## src/hdl/htfd_pkg.sv

```systemverilog
// Package for the humidity/temperature frame decoder.
// Holds the frame byte codes, the result record type, the CRC-8 step and the scaling helpers.
// Depends on nothing; every other file of the block imports it.
package htfd_pkg;

    // Byte positions inside the six-byte sensor frame.
    localparam logic [2:0] POS_T_MSB = 3'd0;
    localparam logic [2:0] POS_T_LSB = 3'd1;
    localparam logic [2:0] POS_T_CRC = 3'd2;
    localparam logic [2:0] POS_H_MSB = 3'd3;
    localparam logic [2:0] POS_H_LSB = 3'd4;
    localparam logic [2:0] POS_H_CRC = 3'd5;

    // CRC-8 settings: polynomial x^8+x^5+x^4+1, preset to all ones.
    localparam logic [7:0] CRC_POLY = 8'h31;
    localparam logic [7:0] CRC_INIT = 8'hFF;

    // Status codes of a result.
    localparam logic STATUS_OK       = 1'b0;
    localparam logic STATUS_CRC_FAIL = 1'b1;

    // Scaling constants: value = (SPAN * raw + RAW_HALF) / 65535.
    localparam logic [14:0] T_SPAN   = 15'd17500;
    localparam logic [13:0] H_SPAN   = 14'd10000;
    localparam logic [15:0] T_OFFSET = 16'd4500;
    localparam logic [15:0] RAW_HALF = 16'd32767;

    // Depth of the queue between the frame parser and the scaler.
    localparam int QUEUE_DEPTH = 2;

    // One parsed frame, handed from the front part to the back part.
    typedef struct packed {
        logic        status;
        logic [15:0] temperature_raw;
        logic [15:0] humidity_raw;
    } frame_job_t;

    // Occupancy flags of the queue.
    typedef struct packed {
        logic full;
        logic empty;
    } queue_flags_t;

    // One byte of CRC-8, MSB first, no reflection.
    function automatic logic [7:0] crc8_byte(input logic [7:0] crc, input logic [7:0] data);
        logic [7:0] c;
        c = crc ^ data;
        for (int i = 0; i < 8; i++)
        begin
            if (c[7])
                c = {c[6:0], 1'b0} ^ CRC_POLY;
            else
                c = {c[6:0], 1'b0};
        end
        return c;
    endfunction

    // Rounded division by 65535 of a product below 2^31.
    // With x = 65535*q + r, x + (x >> 16) + 1 lands in [65536*q, 65536*q + 65535].
    function automatic logic [15:0] div_by_65535(input logic [31:0] prod);
        logic [32:0] x;
        logic [32:0] s;
        x = {1'b0, prod} + {17'd0, RAW_HALF};
        s = x + {16'd0, x[32:16]} + 33'd1;
        return s[31:16];
    endfunction

endpackage

```

## src/hdl/htfd_front.sv

```systemverilog
// Front part of the frame decoder: tracks the byte position, runs the CRC-8
// checks and assembles the raw words. Depends on htfd_pkg.
module htfd_front
    import htfd_pkg::*;
(
    input  logic       clk,
    input  logic       rst_n,
    input  logic       byte_accept,
    input  logic [7:0] data_byte,
    input  logic       frame_start,
    output logic       job_push,
    output frame_job_t job
);

    logic [2:0]  byte_position_reg, byte_position_next;
    logic [7:0]  crc_running_reg, crc_running_next;
    logic [7:0]  word_high_byte_reg, word_high_byte_next;
    logic [15:0] temperature_raw_reg, temperature_raw_next;
    logic [15:0] humidity_raw_reg, humidity_raw_next;
    logic        crc_failed_reg, crc_failed_next;
    logic [2:0]  pos;
    logic        crc_mismatch;

    // Effective position of this byte: a start flag or an impossible code restarts the frame.
    always_comb
    begin
        pos = frame_start ? POS_T_MSB : byte_position_reg;
        if (pos > POS_H_CRC)
            pos = POS_T_MSB;
    end

    assign crc_mismatch = (crc_running_reg != data_byte);

    // Next state of the parser for one accepted byte.
    always_comb
    begin
        byte_position_next   = byte_position_reg;
        crc_running_next     = crc_running_reg;
        word_high_byte_next  = word_high_byte_reg;
        temperature_raw_next = temperature_raw_reg;
        humidity_raw_next    = humidity_raw_reg;
        crc_failed_next      = crc_failed_reg;
        if (byte_accept)
        begin
            byte_position_next = (pos == POS_H_CRC) ? POS_T_MSB : pos + 3'd1;
            unique case (pos)
                POS_T_MSB:
                begin
                    crc_failed_next     = 1'b0;
                    crc_running_next    = crc8_byte(CRC_INIT, data_byte);
                    word_high_byte_next = data_byte;
                end
                POS_T_LSB:
                begin
                    crc_running_next     = crc8_byte(crc_running_reg, data_byte);
                    temperature_raw_next = {word_high_byte_reg, data_byte};
                end
                POS_H_MSB:
                begin
                    crc_running_next    = crc8_byte(CRC_INIT, data_byte);
                    word_high_byte_next = data_byte;
                end
                POS_H_LSB:
                begin
                    crc_running_next  = crc8_byte(crc_running_reg, data_byte);
                    humidity_raw_next = {word_high_byte_reg, data_byte};
                end
                default:
                begin
                    // Both CRC bytes: compare and preset for the next word.
                    if (crc_mismatch)
                        crc_failed_next = 1'b1;
                    crc_running_next = CRC_INIT;
                end
            endcase
        end
    end

    // The last byte of a frame hands a job to the queue.
    always_comb
    begin
        job_push            = byte_accept && (pos == POS_H_CRC);
        job.status          = (crc_failed_reg || crc_mismatch) ? STATUS_CRC_FAIL : STATUS_OK;
        job.temperature_raw = temperature_raw_reg;
        job.humidity_raw    = humidity_raw_reg;
    end

    // Parser registers.
    always_ff @(posedge clk or negedge rst_n)
    begin
        if (!rst_n)
        begin
            byte_position_reg   <= POS_T_MSB;
            crc_running_reg     <= CRC_INIT;
            word_high_byte_reg  <= 8'd0;
            temperature_raw_reg <= 16'd0;
            humidity_raw_reg    <= 16'd0;
            crc_failed_reg      <= 1'b0;
        end
        else
        begin
            byte_position_reg   <= byte_position_next;
            crc_running_reg     <= crc_running_next;
            word_high_byte_reg  <= word_high_byte_next;
            temperature_raw_reg <= temperature_raw_next;
            humidity_raw_reg    <= humidity_raw_next;
            crc_failed_reg      <= crc_failed_next;
        end
    end

endmodule

```

## src/hdl/htfd_queue.sv

```systemverilog
// Short first-word-fall-through queue of parsed frames between front and back.
// Depends on htfd_pkg.
module htfd_queue
    import htfd_pkg::*;
(
    input  logic         clk,
    input  logic         rst_n,
    input  logic         push,
    input  frame_job_t   push_job,
    input  logic         pop,
    output frame_job_t   head_job,
    output queue_flags_t flags
);

    localparam int PTR_W = (QUEUE_DEPTH > 1) ? $clog2(QUEUE_DEPTH) : 1;
    localparam int CNT_W = $clog2(QUEUE_DEPTH + 1);

    frame_job_t       entry_reg [QUEUE_DEPTH];
    logic [PTR_W-1:0] wr_ptr_reg, wr_ptr_next;
    logic [PTR_W-1:0] rd_ptr_reg, rd_ptr_next;
    logic [CNT_W-1:0] count_reg, count_next;
    logic             do_push;
    logic             do_pop;

    assign flags.full  = (count_reg == CNT_W'(QUEUE_DEPTH));
    assign flags.empty = (count_reg == '0);
    assign do_push     = push && !flags.full;
    assign do_pop      = pop && !flags.empty;
    assign head_job    = entry_reg[rd_ptr_reg];

    // Pointer and count update.
    always_comb
    begin
        wr_ptr_next = wr_ptr_reg;
        rd_ptr_next = rd_ptr_reg;
        count_next  = count_reg;
        if (do_push)
            wr_ptr_next = (wr_ptr_reg == PTR_W'(QUEUE_DEPTH - 1)) ? '0 : wr_ptr_reg + PTR_W'(1);
        if (do_pop)
            rd_ptr_next = (rd_ptr_reg == PTR_W'(QUEUE_DEPTH - 1)) ? '0 : rd_ptr_reg + PTR_W'(1);
        if (do_push && !do_pop)
            count_next = count_reg + CNT_W'(1);
        else if (do_pop && !do_push)
            count_next = count_reg - CNT_W'(1);
    end

    always_ff @(posedge clk or negedge rst_n)
    begin
        if (!rst_n)
        begin
            wr_ptr_reg <= '0;
            rd_ptr_reg <= '0;
            count_reg  <= '0;
        end
        else
        begin
            wr_ptr_reg <= wr_ptr_next;
            rd_ptr_reg <= rd_ptr_next;
            count_reg  <= count_next;
        end
    end

    // Entry storage needs no reset.
    always_ff @(posedge clk)
    begin
        if (do_push)
            entry_reg[wr_ptr_reg] <= push_job;
    end

endmodule

```

## src/hdl/htfd_back.sv

```systemverilog
// Back part of the frame decoder: scales the raw words in a two-stage pipeline
// (multiply, then rounded divide by 65535) and holds the result. Depends on htfd_pkg.
module htfd_back
    import htfd_pkg::*;
(
    input  logic         clk,
    input  logic         rst_n,
    input  frame_job_t   head_job,
    input  queue_flags_t flags,
    output logic         pop,
    output logic         out_valid,
    input  logic         out_ready,
    output logic         out_status,
    output logic [14:0]  out_temperature,
    output logic [13:0]  out_humidity
);

    logic        s1_valid_reg;
    logic        s1_status_reg;
    logic [30:0] s1_prod_t_reg;
    logic [29:0] s1_prod_h_reg;
    logic        s2_valid_reg;
    logic        s2_status_reg;
    logic [14:0] s2_temp_reg;
    logic [13:0] s2_hum_reg;
    logic        s1_ready;
    logic        s2_ready;
    logic [15:0] t_quot;
    logic [15:0] h_quot;
    logic [15:0] t_centi;

    // Each stage moves when the one after it is empty or moving.
    assign s2_ready = !s2_valid_reg || out_ready;
    assign s1_ready = !s1_valid_reg || s2_ready;
    assign pop      = s1_ready && !flags.empty;

    // Second stage arithmetic: rounded divide and temperature offset.
    assign t_quot  = div_by_65535({1'b0, s1_prod_t_reg});
    assign h_quot  = div_by_65535({2'b00, s1_prod_h_reg});
    assign t_centi = t_quot - T_OFFSET;

    // Valid bits of the pipeline.
    always_ff @(posedge clk or negedge rst_n)
    begin
        if (!rst_n)
        begin
            s1_valid_reg <= 1'b0;
            s2_valid_reg <= 1'b0;
        end
        else
        begin
            if (s1_ready)
                s1_valid_reg <= !flags.empty;
            if (s2_ready)
                s2_valid_reg <= s1_valid_reg;
        end
    end

    // Payload of the pipeline.
    always_ff @(posedge clk)
    begin
        if (pop)
        begin
            s1_status_reg <= head_job.status;
            s1_prod_t_reg <= {15'd0, head_job.temperature_raw} * {16'd0, T_SPAN};
            s1_prod_h_reg <= {14'd0, head_job.humidity_raw} * {16'd0, H_SPAN};
        end
        if (s2_ready && s1_valid_reg)
        begin
            s2_status_reg <= s1_status_reg;
            s2_temp_reg   <= t_centi[14:0];
            s2_hum_reg    <= h_quot[13:0];
        end
    end

    assign out_valid       = s2_valid_reg;
    assign out_status      = s2_status_reg;
    assign out_temperature = s2_temp_reg;
    assign out_humidity    = s2_hum_reg;

endmodule

```

## src/hdl/humidity_temp_frame_decoder_unit.sv

```systemverilog
// Humidity/temperature frame decoder: takes the six-byte sensor read frame one
// byte per transaction (temperature MSB, LSB, CRC, humidity MSB, LSB, CRC) and
// gives one result per frame with the CRC-8 status and both scaled readings.
// A byte is accepted every cycle while the frame queue has room; the queue only
// fills when the result side stalls. The queue entry, the multiply stage and the
// divide stage are written in that order, each stage waiting while the one after
// it is stalled, and a new frame can enter a stage as soon as the frame before it
// has moved on. tuser on the slave side is the frame-start flag, which restarts
// the byte position. The readings are meaningful only when the status in
// m_axis_tuser is 0.
// Depends on htfd_pkg, htfd_front, htfd_queue and htfd_back.
module humidity_temp_frame_decoder_unit
    import htfd_pkg::*;
(
    input  logic        clk,
    input  logic        rst_n,
    input  logic        s_axis_tvalid,
    output logic        s_axis_tready,
    input  logic [7:0]  s_axis_tdata,   // [7:0] data_byte
    input  logic        s_axis_tuser,   // [0] frame_start
    output logic        m_axis_tvalid,
    input  logic        m_axis_tready,
    output logic [31:0] m_axis_tdata,   // [14:0] temperature_centi, [28:15] humidity_centi, [31:29] zero
    output logic        m_axis_tuser    // [0] status
);

    logic         byte_accept;
    logic         job_push;
    frame_job_t   push_job;
    frame_job_t   head_job;
    queue_flags_t flags;
    logic         pop;
    logic [14:0]  temperature_centi;
    logic [13:0]  humidity_centi;

    assign s_axis_tready = !flags.full;
    assign byte_accept   = s_axis_tvalid && s_axis_tready;

    // Frame parser.
    htfd_front u_front (
        .clk         (clk),
        .rst_n       (rst_n),
        .byte_accept (byte_accept),
        .data_byte   (s_axis_tdata),
        .frame_start (s_axis_tuser),
        .job_push    (job_push),
        .job         (push_job)
    );

    // Queue of parsed frames.
    htfd_queue u_queue (
        .clk      (clk),
        .rst_n    (rst_n),
        .push     (job_push),
        .push_job (push_job),
        .pop      (pop),
        .head_job (head_job),
        .flags    (flags)
    );

    // Scaling pipeline and output register.
    htfd_back u_back (
        .clk             (clk),
        .rst_n           (rst_n),
        .head_job        (head_job),
        .flags           (flags),
        .pop             (pop),
        .out_valid       (m_axis_tvalid),
        .out_ready       (m_axis_tready),
        .out_status      (m_axis_tuser),
        .out_temperature (temperature_centi),
        .out_humidity    (humidity_centi)
    );

    assign m_axis_tdata = {3'b000, humidity_centi, temperature_centi};

endmodule

```

## config.mk

```make
export PLATFORM = sky130hd
export DESIGN_NAME = humidity_temp_frame_decoder_unit
export DESIGN_NICKNAME = d
export VERILOG_FILES = /design/src/hdl/htfd_pkg.sv /design/src/hdl/htfd_front.sv /design/src/hdl/htfd_queue.sv /design/src/hdl/htfd_back.sv /design/src/hdl/humidity_temp_frame_decoder_unit.sv
export SDC_FILE = /design/constraint.sdc
export NUM_CORES = 1
export LEC_CHECK = 0
export BUFFER_PORTS_ARGS = -buffer_cell sky130_fd_sc_hd__buf_2
export CAP_MARGIN = 15
export CORE_MARGIN = 4
export CORE_UTILIZATION = 25
export CTS_BUF_LIST = sky130_fd_sc_hd__clkbuf_16
export DETAILED_ROUTE_END_ITERATION = 8
export MAX_ROUTING_LAYER = met4
export PLACE_DENSITY = 0.5
export RECOVER_POWER = 25
export SYNTH_ARGS = -nofsm -noshare
export SYNTH_HDL_FRONTEND = slang
export SYNTH_SLANG_ARGS = --single-unit
```

## constraint.sdc

```tcl
create_clock -name clk -period 9.2 [get_ports clk]
set_clock_uncertainty 0.15 [all_clocks]
set_input_delay 0.46 -clock clk [delete_from_list [all_inputs] [get_ports clk]]
set_output_delay 0.46 -clock clk [all_outputs]
set_load 0.005 [all_outputs]
```

==> results.yml <==
status:
  run_status: "finished, violations left"
  violations: "max-capacitance violations, max-slew violations"
global_route:
  grt.overflow.total: 0
  grt_max_degree: 59
  grt_pass1_wl_um: 53170
  track_usage_pct: 9.785
  grt_pass1_vias: 10320
  antenna_found_initial: 1
detailed_routing:
  dr.first_iter.drc_count: 503
  wl_um: 31770
  drt_first_pass_iters: 4
  wl_per_cell_um: 13.42
  route.detailed.drc: 0
  dr_total_vias: 9961
  vias_per_cell: 4.207
  postRouteAntennaNets: 0
clock_tree:
  cts_buffers: 26
  clkTransAtPathRegs_ns: 0.06
  htreeDepth: 1
  cts_buffer_depth: 3
  root_buffer: "clkbuf_16"
  cts_tree: "yes"
  cts_sinks: 210
  post-cts-setup-buffer-count: 0
  clock_latency_ns: 0.53
floorplan:
  start_util_pct: 25.22
  core.rowCount: 92
  die_x_um: 260.0
  die-area_um2: 67610
  io_pins: 48
  die_y_um: 260.0
  core-area_um2: 62970
job:
  cap_violations: 1
worst_setup_path:
  cp_slowest_cell: "dfrtp_1"
  crit_fanout: 21
  required_ns: 9.33
  path_buf_inv: 6
  r2r_cells: 22
  critPathKind: "flip-flop to flip-flop"
  worstPathCellList: "buf_4, mux2i_1, inv_1, ha_1, inv_1, fa_1, inv_1, ha_1, ha_1, inv_1, fa_1, inv_1, fa_1, a211oi_1, o21ai_0, a2111oi_0, o311ai_0, nor3_1, o31a_1, o21bai_1, a21oi_1, xnor2_1"
  arrival_ns: 7.22
  cp_common_cell: "inv_1"
  start_kind: "flip-flop"
  critical_path.top_delay_family: "adder cells"
  endpoint_kind: "flip-flop"
  path_depth: 22
  critPathMaxStageDelay_ns: 0.78
placement:
  dp_cells: 2318
  gp_congestion: 0.8783
  dp_hpwl_um: 25350
  io_buffers: 44
final_layout:
  post_layout_nonfiller_instances: 2368
  finalNetCount: 1790
  nFillCells: 6513
  syn2layout_area_growth_pct: 12.94
  mostFrequentLayoutCells: "inv_1, ha_1, edfxtp_1"
  final_common_cell: "inv_1"
  drive_gt1_share_pct: 11.64
  largest_register_ff_count: 66
timing:
  final-setup-viol-count: 0
  fmax_mhz: 141.0
  min_period_ns: 7.092
  hold_viol_final: 0
  finalCritPeriodShare_pct: 77.09
  fin_setup_tns_ns: 0
  rsz0062_at_grt: "no"
  relSlewSlack_pct: -118.9
  worst_pin_slew_ns: 3.283
  slew_violations: 59
synthesis:
  yosysWarnings: 0
  synth_edf_count: 152
  synth-main-ff-cell: "edfxtp_1"
  synth_seq_cells: 210
  async_flop_share_pct: 27.62
  synth_cells: 1453
  yosys.cell_types.count: 69
  synthesis.area_um2: 15880
  ys_seq_area_share_pct: 37.95
  syn_avg_cell_area_um2: 10.93
hold_path:
  worstHoldPathCells: 3
  hp-class: "primary input to flip-flop"
[layout make-up]
type / instances / area (µm²) / area share, %
Multi-Input combinational cell: 961 / 8783 / 48.98
Clock buffer: 27 / 675.6 / 3.768
Antenna cell: 1 / 2.502 / 0.01395
Tap cell: 846 / 1059 / 5.903
Sequential cell: 210 / 6026 / 33.60
Clock inverter: 21 / 170.2 / 0.9489
Inverter: 250 / 938.4 / 5.233
Timing Repair Buffer: 52 / 279.0 / 1.556
[Yosys cell counts (all sizes together), types with 6 or more instances]
master	number	area, µm²
dfrtp	50	1251
buf	8	45.04
nand4	10	62.56
o21bai	6	45.04
and3	15	93.84
a21oi	57	289.0
xor2	50	437.9
nand3	26	130.1
nand2	64	247.7
o21a	15	112.6
xnor2	90	788.3
nor2	60	225.2
or3	6	37.54
a211oi	10	85.08
clkbuf	26	97.59
inv	250	938.4
dfstp	8	210.2
nor4	13	87.58
mux2	53	596.8
ha	196	2452
and2	12	75.07
nand2b	9	56.30
nor2b	8	50.05
edfxtp	152	4564
nor4b	6	52.55
fa	80	1602
o21ai	45	229.0
or4	6	48.80
a31oi	8	56.30
a21o	12	90.09
mux2i	23	234.0
nor3	28	140.1
[per-layer routing]
| layer | track usage [%] | routed length [µm] | vias to the layer above |
|---|---|---|---|
| met4 | 2.653 | 682 | 0 |
| met3 | 1.237 | 859 | 42 |
| met5 | - | 0 | - |
| met2 | 16.52 | 15420 | 102 |
| li1 | - | - | 5071 |
| met1 | 12.43 | 14810 | 4746 |
[cell families (layout without fill, tap and decap cells)]
logic type,after synthesis,count (layout),share of synthesized area [%]
other,1,4,0.02362
adder cells (fa/ha/maj),276,276,25.53
buffers and inverters,284,350,6.808
multiplexers,76,76,5.232
flip-flops,210,210,37.95
AO/OA/AOI/OAI,188,188,7.793
AND/OR/NAND/NOR,278,278,8.943
XOR/XNOR,140,140,7.722
[worst min-delay path: cells and delay by family]
family	cells	cell delay, ns
and+or+nand+nor	2	0.15
buffers and inverters	1	0.08
[final timing paths]
kind	from	endpoint	slack, ns
setup reg to reg	u_queue.rd_ptr_reg$_DFFE_PN0P_	u_back.s1_prod_t_reg[28]$_DFFE_PP_	2.11
hold / removal	m_axis_tready	u_back.out_valid$_DFFE_PN0P_	0.06
max in group asynchronous	rst_n	u_front.byte_position_reg[0]$_DFFE_PN0P_	5.54
setup / recovery	u_queue.rd_ptr_reg$_DFFE_PN0P_	u_back.s1_prod_t_reg[28]$_DFFE_PP_	2.11
hold reg to reg	u_back.s1_status_reg$_DFFE_PP_	u_back.out_status$_DFFE_PP_	0.28
min in group asynchronous	rst_n	u_front.word_high_byte_reg[7]$_DFFE_PN0P_	1.52
[through the flow]
stage,setup WS (ns),utilization (%),area (µm²),hold slack (ns)
after global routing,1.603,28.48,17930,0.06665
after detailed placement,2.052,27.12,17080,0.2639
after floorplan,3.028,-,15890,0.01441
after CTS,2.007,28.48,17930,0.03198
after global placement,2.145,27.12,17080,0.2750
final,2.108,28.48,17930,0.05596
[timing repair]
action,CTS,global route
gates resized for setup,0,0
hold buffers,1,0
endpoints found under the hold margin,50,0
Power is not shown: default switching activity piles up to over one toggle a cycle in this logic, so the estimate is an artifact.
